$ cat config.mk
export PLATFORM = sky130hd
export DESIGN_NAME = double_ended_queue_unit
export DESIGN_NICKNAME = d
export VERILOG_FILES = /design/src/rtl/dq_pkg.sv /design/src/rtl/dq_store.sv /design/src/rtl/dq_ctrl.sv /design/src/rtl/double_ended_queue_unit.sv
export SDC_FILE = /design/constraint.sdc
export NUM_CORES = 1
export LEC_CHECK = 0
export BUFFER_PORTS_ARGS = -buffer_cell sky130_fd_sc_hd__buf_2
export CAP_MARGIN = 10
export CORE_MARGIN = 3
export CORE_UTILIZATION = 48
export CTS_BUF_LIST = sky130_fd_sc_hd__clkbuf_2 sky130_fd_sc_hd__clkbuf_4 sky130_fd_sc_hd__clkbuf_8
export DETAILED_ROUTE_END_ITERATION = 8
export GPL_TIMING_DRIVEN = 0
export PLACE_DENSITY = 0.71
export SETUP_SLACK_MARGIN = 0.02
export SKIP_LAST_GASP = 1
export SYNTH_ARGS = -nofsm -noshare
export SYNTH_HDL_FRONTEND = slang
export SYNTH_SLANG_ARGS = --single-unit
$ cat constraint.sdc
create_clock -name clk -period 4.72 [get_ports clk]
set_input_delay 0.708 -clock clk [delete_from_list [all_inputs] [get_ports clk]]
set_output_delay 0.708 -clock clk [all_outputs]
set_load 0.01 [all_outputs]
$ cat src/rtl/dq_pkg.sv
// shared types, op and status codes and index helpers for the deque ring buffer
// no dependencies; imported by dq_store, dq_ctrl and double_ended_queue_unit
`timescale 1ns / 1ps
`default_nettype none

package dq_pkg;

  localparam int DEPTH  = 16;
  localparam int IDX_W  = (DEPTH > 1) ? $clog2(DEPTH) : 1;
  localparam int CNT_W  = $clog2(DEPTH + 1);
  localparam int DATA_W = 32;

  typedef logic [IDX_W-1:0]  idx_t;
  typedef logic [CNT_W-1:0]  cnt_t;
  typedef logic [DATA_W-1:0] data_t;

  localparam cnt_t DEPTH_CNT = CNT_W'(DEPTH);
  localparam idx_t IDX_ONE   = IDX_W'(1);
  localparam idx_t IDX_LAST  = IDX_W'(DEPTH - 1);

  // operation codes of the func field
  localparam logic [2:0] OP_PUSH_FRONT = 3'd0;
  localparam logic [2:0] OP_PUSH_BACK  = 3'd1;
  localparam logic [2:0] OP_DROP_FRONT = 3'd2;
  localparam logic [2:0] OP_DROP_BACK  = 3'd3;
  localparam logic [2:0] OP_DUMP_FWD   = 3'd4;
  localparam logic [2:0] OP_DUMP_BWD   = 3'd5;

  // status codes
  localparam logic [1:0] STAT_OK    = 2'd0;
  localparam logic [1:0] STAT_EMPTY = 2'd1;
  localparam logic [1:0] STAT_FULL  = 2'd2;

  typedef struct packed {
    logic [2:0]          func;
    logic signed [31:0]  value;
  } in_beat_t;

  typedef struct packed {
    logic signed [31:0]  element;
    logic [1:0]          status;
    logic                final_res;
  } out_beat_t;

  // one write port and one read port into the element store
  typedef struct packed {
    logic   we;
    idx_t   waddr;
    data_t  wdata;
    logic   re;
    idx_t   raddr;
  } mem_req_t;

  typedef enum logic {
    S_IDLE,
    S_DUMP
  } dq_state_t;

  // ring index add, both operands below DEPTH so one compare and subtract wraps it
  function automatic idx_t wrap_add(idx_t a, idx_t b);
    logic [IDX_W:0] s;
    s = {1'b0, a} + {1'b0, b};
    if (s >= (IDX_W + 1)'(DEPTH)) begin
      s = s - (IDX_W + 1)'(DEPTH);
    end
    return s[IDX_W-1:0];
  endfunction

endpackage

`default_nettype wire

$ cat src/rtl/dq_store.sv
// element store of the deque: synchronous ram, one write and one read port
// depends on dq_pkg for sizes and the request struct
`timescale 1ns / 1ps
`default_nettype none

module dq_store (
  input  wire logic             clk,
  input  wire dq_pkg::mem_req_t mem_req,
  output      dq_pkg::data_t    rd_data
);
  import dq_pkg::*;

  data_t mem_r [DEPTH];
  data_t rd_data_r;

  always_ff @(posedge clk) begin
    if (mem_req.we) begin
      mem_r[mem_req.waddr] <= mem_req.wdata;
    end
  end

  // read data holds until the next read
  always_ff @(posedge clk) begin
    if (mem_req.re) begin
      rd_data_r <= mem_r[mem_req.raddr];
    end
  end

  assign rd_data = rd_data_r;

endmodule

`default_nettype wire

$ cat src/rtl/dq_ctrl.sv
// deque control: front index, occupancy, op decode and the dump sequencer
// depends on dq_pkg; drives dq_store and feeds the output register in the top level
`timescale 1ns / 1ps
`default_nettype none

module dq_ctrl (
  input  wire logic              clk,
  input  wire logic              rst_n,
  input  wire logic              in_valid,
  output      logic              in_stall,
  input  wire dq_pkg::in_beat_t  in_beat,
  output      logic              res_valid,
  output      dq_pkg::out_beat_t res_beat,
  input  wire logic              res_hold,
  output      dq_pkg::mem_req_t  mem_req,
  input  wire dq_pkg::data_t     mem_rd_data
);
  import dq_pkg::*;

  dq_state_t state_r, state_nxt;
  idx_t      front_r, front_nxt;
  cnt_t      occ_r, occ_nxt;
  logic      pend_r, pend_nxt;
  idx_t      dump_addr_r, dump_addr_nxt;
  cnt_t      dump_left_r, dump_left_nxt;
  logic      dump_bwd_r, dump_bwd_nxt;

  logic  in_take;
  logic  is_dump;
  logic  start_dump;
  logic  full;
  logic  empty;
  cnt_t  occ_m1;
  idx_t  first_addr;
  idx_t  next_addr;
  idx_t  push_front_addr;

  assign in_stall   = (state_r != S_IDLE) || res_hold;
  assign in_take    = in_valid && !in_stall;
  assign is_dump    = (in_beat.func == OP_DUMP_FWD) || (in_beat.func == OP_DUMP_BWD);
  assign full       = (occ_r >= DEPTH_CNT);
  assign empty      = (occ_r == '0);
  assign start_dump = in_take && is_dump && !empty;
  assign occ_m1     = occ_r - cnt_t'(1);

  assign push_front_addr = wrap_add(front_r, IDX_LAST);
  assign first_addr = (in_beat.func == OP_DUMP_BWD) ?
                      wrap_add(front_r, occ_m1[IDX_W-1:0]) : front_r;
  assign next_addr  = dump_bwd_r ? wrap_add(dump_addr_r, IDX_LAST) :
                      wrap_add(dump_addr_r, IDX_ONE);

  // next state
  always_comb begin
    state_nxt = state_r;
    unique case (state_r)
      S_IDLE: begin
        if (start_dump) begin
          state_nxt = S_DUMP;
        end
      end
      S_DUMP: begin
        if (pend_r && !res_hold && (dump_left_r == '0)) begin
          state_nxt = S_IDLE;
        end
      end
      default: state_nxt = S_IDLE;
    endcase
  end

  // outputs and datapath
  always_comb begin
    res_valid     = 1'b0;
    res_beat      = '0;
    mem_req       = '0;
    front_nxt     = front_r;
    occ_nxt       = occ_r;
    pend_nxt      = pend_r;
    dump_addr_nxt = dump_addr_r;
    dump_left_nxt = dump_left_r;
    dump_bwd_nxt  = dump_bwd_r;
    unique case (state_r)
      S_IDLE: begin
        if (in_take) begin
          res_valid          = 1'b1;
          res_beat.final_res = 1'b1;
          res_beat.status    = STAT_OK;
          case (in_beat.func) inside
            OP_PUSH_FRONT: begin
              if (full) begin
                res_beat.status = STAT_FULL;
              end else begin
                front_nxt     = push_front_addr;
                mem_req.we    = 1'b1;
                mem_req.waddr = push_front_addr;
                mem_req.wdata = in_beat.value;
                occ_nxt       = occ_r + cnt_t'(1);
              end
            end
            OP_PUSH_BACK: begin
              if (full) begin
                res_beat.status = STAT_FULL;
              end else begin
                mem_req.we    = 1'b1;
                mem_req.waddr = wrap_add(front_r, occ_r[IDX_W-1:0]);
                mem_req.wdata = in_beat.value;
                occ_nxt       = occ_r + cnt_t'(1);
              end
            end
            OP_DROP_FRONT: begin
              if (empty) begin
                res_beat.status = STAT_EMPTY;
              end else begin
                front_nxt = wrap_add(front_r, IDX_ONE);
                occ_nxt   = occ_m1;
              end
            end
            OP_DROP_BACK: begin
              if (empty) begin
                res_beat.status = STAT_EMPTY;
              end else begin
                occ_nxt = occ_m1;
              end
            end
            OP_DUMP_FWD, OP_DUMP_BWD: begin
              if (empty) begin
                res_beat.status = STAT_EMPTY;
              end else begin
                // first element is read now, its beat goes out next cycle
                res_valid     = 1'b0;
                mem_req.re    = 1'b1;
                mem_req.raddr = first_addr;
                dump_addr_nxt = first_addr;
                dump_left_nxt = occ_m1;
                dump_bwd_nxt  = (in_beat.func == OP_DUMP_BWD);
                pend_nxt      = 1'b1;
              end
            end
            default: begin
              res_beat.status = STAT_OK;
            end
          endcase
        end
      end
      S_DUMP: begin
        res_valid          = pend_r;
        res_beat.element   = mem_rd_data;
        res_beat.status    = STAT_OK;
        res_beat.final_res = (dump_left_r == '0);
        if (pend_r && !res_hold) begin
          if (dump_left_r == '0) begin
            pend_nxt = 1'b0;
          end else begin
            mem_req.re    = 1'b1;
            mem_req.raddr = next_addr;
            dump_addr_nxt = next_addr;
            dump_left_nxt = dump_left_r - cnt_t'(1);
          end
        end
      end
      default: begin
        pend_nxt = 1'b0;
      end
    endcase
  end

  always_ff @(posedge clk) begin
    if (!rst_n) begin
      state_r <= S_IDLE;
      front_r <= '0;
      occ_r   <= '0;
      pend_r  <= 1'b0;
    end else begin
      state_r <= state_nxt;
      front_r <= front_nxt;
      occ_r   <= occ_nxt;
      pend_r  <= pend_nxt;
    end
  end

  always_ff @(posedge clk) begin
    dump_addr_r <= dump_addr_nxt;
    dump_left_r <= dump_left_nxt;
    dump_bwd_r  <= dump_bwd_nxt;
  end

`ifndef SYNTHESIS
  a_occ_bound: assert property (@(posedge clk) disable iff (!rst_n)
    occ_r <= DEPTH_CNT)
    else $error("occupancy above depth");

  a_no_take_in_dump: assert property (@(posedge clk) disable iff (!rst_n)
    (state_r == S_DUMP) |-> !in_take)
    else $error("item taken during dump");

  a_held_beat_stable: assert property (@(posedge clk) disable iff (!rst_n)
    (state_r == S_DUMP && pend_r && res_hold) |=>
      (pend_r && $stable(dump_left_r) && $stable(dump_addr_r)))
    else $error("held dump beat changed");

  a_write_idle_only: assert property (@(posedge clk) disable iff (!rst_n)
    mem_req.we |-> (state_r == S_IDLE && in_take))
    else $error("store write outside an accepted push");
`endif

endmodule

`default_nettype wire

$ cat src/rtl/double_ended_queue_unit.sv
// top level of the bounded deque: output register around dq_ctrl and dq_store
// depends on dq_pkg, dq_ctrl and dq_store
`timescale 1ns / 1ps
`default_nettype none

// Bounded double-ended queue of dq_pkg::DEPTH 32-bit elements kept in a ring
// buffer inside one synchronous ram with a registered read. One operation per
// input beat: push front, push back, drop front, drop back, dump forward, dump
// backward. Push, drop, an empty dump and an unused code each give one result
// beat, so such items can be accepted every cycle unless out_stall holds a
// beat. A dump of N stored elements gives N beats, the last with final_res
// set, and stalls the input until the last is passed on: a first ram read,
// then one beat per cycle while out_stall is low, paced by the single read
// port of the store. Every result leaves through an output register, and a
// new item is taken while the previous result waits, as long as out_stall
// is low or the register is empty. A push into a full queue reports full and
// changes nothing; a drop from an empty queue reports empty. The store needs
// no clearing after reset since only entries written by a push are read.
module double_ended_queue_unit (
  input  wire logic              clk,
  input  wire logic              rst_n,
  input  wire logic              in_valid,
  output      logic              in_stall,
  input  wire dq_pkg::in_beat_t  in_beat,
  output      logic              out_valid,
  input  wire logic              out_stall,
  output      dq_pkg::out_beat_t out_beat
);
  import dq_pkg::*;

  logic      res_valid;
  out_beat_t res_beat;
  logic      res_hold;
  mem_req_t  mem_req;
  data_t     mem_rd_data;

  logic      out_valid_r, out_valid_nxt;
  out_beat_t out_beat_r;

  // output register is blocked only while it holds a beat that is stalled
  assign res_hold = out_valid_r && out_stall;

  dq_ctrl u_ctrl (
    .clk         (clk),
    .rst_n       (rst_n),
    .in_valid    (in_valid),
    .in_stall    (in_stall),
    .in_beat     (in_beat),
    .res_valid   (res_valid),
    .res_beat    (res_beat),
    .res_hold    (res_hold),
    .mem_req     (mem_req),
    .mem_rd_data (mem_rd_data)
  );

  dq_store u_store (
    .clk     (clk),
    .mem_req (mem_req),
    .rd_data (mem_rd_data)
  );

  always_comb begin
    out_valid_nxt = out_valid_r;
    if (!res_hold) begin
      out_valid_nxt = res_valid;
    end
  end

  always_ff @(posedge clk) begin
    if (!rst_n) begin
      out_valid_r <= 1'b0;
    end else begin
      out_valid_r <= out_valid_nxt;
    end
  end

  // payload loads only with a new beat, so a stalled beat stays put
  always_ff @(posedge clk) begin
    if (res_valid && !res_hold) begin
      out_beat_r <= res_beat;
    end
  end

  assign out_valid = out_valid_r;
  assign out_beat  = out_beat_r;

endmodule

`default_nettype wire

==> flow_summary.toml <==
[layout]
nFillCells = 3816
antenna_cells = 0
fin_cells = 2444
fin_nets = 1766
drive_gt1_share_pct = 20.1
syn_to_final_growth_pct = 14.9

[die]
core_um2 = 49600
pin_count = 76
start_util_pct = 49.1
rows = 81
die_width_um = 231
die_area_um2 = 53400
die_height_um = 231

[hold_path]
hold_end = "u_ctrl.pend_r"
worstHoldPathType = "in -> reg"
hold_path_depth = 2
worstHoldStart = "rst_n"

[setup_path]
r2r_slack_ns = 0.75
crit_path_start_kind = "flop"
worstSetupPathType = "reg -> reg"
cp.arrival_ns = 4.42
reg2reg_from = "u_ctrl.occ_r[0]"
critical_path.max_fanout = 10
worst_ep_required_time_ns = 5.17
end_kind = "flop"
reg2reg_to = "u_store.rd_data[6]"
r2r_cells = 10

[sta]
drv_slew = 0
setup_violations = 0
fmax_mhz = 252
worst_slack_ns = 0.752
fin_crit_sh_pct = 84.1
worst_pin_slew_ns = 0.891
hold_viol = 0
fin_skew_ns = 0.0415
timing.hold.ws_ns = 0.333
rsz0062_at_grt = "false"
slew_headroom_pct = 40.4
min_period_ns = 3.97

[power]
p_leak_nw = 9.91
powerDensity_nw_per_um2 = 387
power.switching_mw = 2.32
power.internal_mw = 8.50
combinationalPowerShare_pct = 4.6
p_seq_share_pct = 54.8
power_mw = 10.8
swShare_pct = 21.4
peakVddDrop_mv = 0.209
clkPwrFrac_pct = 40.5

[cts]
htreeDepth = 3
cts_made_buffers = 96
post_cts_resized = 0
ctsRootBufferMaster = "clkbuf_8"
clk_pin_slew_worst_paths_ns = 0.07
clk_latency_ns = 0.68
cts_setup_buffers = 0
clock_sink_count = 601
clockBufferDepth = 3
ctsHoldBuffers = 0
cts_tree = "yes"

[logic_synthesis]
synth_area_leaders = "edfxtp_1 73%, mux2i_1 6.8%, nand2_1 3.5%"
synth.most_common_cell = "edfxtp_1"
yosysWarningCount = 0
ys_ff_latch = 601
synth_top_area_share_pct = 72.7
ys_types = 65
syn_inst = 1519
synthesis.nets = 1575
ys_top_cells_by_count = "589 x edfxtp_1, 229 x nand2_1, 165 x mux2i_1, 84 x a21oi_1, 67 x and2_1"
syn_area_per_cell_um2 = 16.0
synthArstFlopShare_pct = 0
synth_edf_count = 589
ys.flop_type = "edfxtp_1"
mappedNetlistArea_um2 = 24300
synth_top_cell_by_area = "edfxtp_1"
ys_seq_area_share_pct = 73.7

[global_route]
overflow = 0
first_global_vias = 14100
antenna_found_initial = 0
globalRouteTotalUtil_pct = 21.3
grt_max_degree = 26
grt_pass1_wl_mm = 85.2

[placed_design]
dpl.cell_count = 2276
routabilityCongestion = 0.796
dp.final_hpwl_mm = 36.3
io_buffers = 74
dp_slack_ns = 0.793

[routing]
routed_wl_mm = 56.5
dr.pass1.iters = 6
num_vias = 13800
drc = 0
routedWlPerCell_um = 23.1
drt-initial-drc-count = 1368
ant_nets = 0
routed_via_density = 5.66

[outcome]
status = "completed"

[job]
cap_viol_max_count = 0
sequential cells by signal, summed over array words and instances, names as in the netlist:
name / flops
u_ctrl.occ_r: 5
out_valid: 1
u_ctrl.dump_addr_r: 4
u_ctrl.state_r: 1
u_ctrl.dump_left_r: 5
u_ctrl.front_r: 4
u_store.rd_data: 32
u_ctrl.pend_r: 1
u_store.mem_r: 512
u_ctrl.dump_bwd_r: 1
out_beat: 35
per-layer routing:
metal | vias up | wire length (µm) | track usage, %
li1 | 6179 | - | -
met1 | 6914 | 23500 | 28.6
met2 | 619 | 27200 | 34.7
met3 | 110 | 4190 | 4.41
met4 | 0 | 1570 | 7.59
met5 | - | 0 | 0
worst max path at each step:
stage,startpoint,end,depth (start not counted)
finish,u_ctrl.occ_r[0],u_store.rd_data[6],10
global placement,in_valid,u_store.mem_r[14][12],6
floorplan,in_valid,u_store.mem_r[8][0],5
CTS,u_ctrl.occ_r[0],u_store.rd_data[1],10
detailed placement,u_ctrl.occ_r[0],u_store.rd_data[19],12
global route,u_ctrl.occ_r[0],u_store.rd_data[19],12
stage by stage:
step / setup TNS, ns / area, µm² / util, %
finish: 0 / 28000 / 56.4
global route: 0 / 28000 / 56.4
CTS: 0 / 28000 / 56.4
detailed placement: 0 / 26100 / 52.6
global placement: -783.07 / 25500 / 51.5
floorplan: 0 / 24300 / -
kinds of logic after synthesis:
family / synth area share (%)
AOI/OAI and AO/OA: 5.45
xor gates and xnor gates: 0.720
adders and majority gates: 0.967
buffers and inverters: 2.50
DFF: 73.7
muxes: 9.55
and+or+nand+nor: 7.15
power by group through the flow:
stage	Combinational (mW)	Clock [mW]	Sequential, mW
after floorplan	0.293	0	6.06
after global routing	0.547	4.70	5.93
after CTS	0.506	4.46	5.93
after detailed placement	0.504	0	6.04
after global placement	0.469	0	6.05
final	0.502	4.39	5.93
worst max-delay path: stages (launching register included):
cell       delay [ns]
dfxtp_1          0.46
inv_1            0.15
ha_1             0.41
fa_1             0.41
xnor2_1          0.15
mux2_2           0.24
o2bb2ai_2        0.37
buf_2            0.43
clkbuf_1         0.65
a211oi_1         0.16
a31oi_1          0.31
cell usage in the layout (no fill, tap or decap), drive strengths merged, types with 4 or more instances in the layout:
cell type	netlist	layout
ha	14	14
nand3	16	16
edfxtp	589	589
nand2	231	231
xnor2	16	16
mux4	28	28
a31oi	32	32
clkinv	0	37
a211oi	35	35
inv	13	14
xor2	4	4
nor3	8	8
and2	67	67
o22ai	33	33
mux2i	165	165
o21ai	9	9
nor2	39	39
dfxtp	12	12
bufinv	0	5
a21oi	84	84
o21a	4	4
buf	59	152
clkbuf	20	143
cell type report:
cell class | count | area [µm²] | area share, %
clock inverters | 45 | 332 | 1.19
flip-flops and latches | 601 | 17900 | 64.1
inverters | 13 | 48.8 | 0.175
well taps | 664 | 831 | 2.97
plain buffers | 79 | 561 | 2.00
clock buffers | 123 | 1550 | 5.54
multi-input cells | 826 | 5930 | 21.2
repair buffers | 93 | 779 | 2.79
Note: power is estimated with default switching activity, not from simulation.
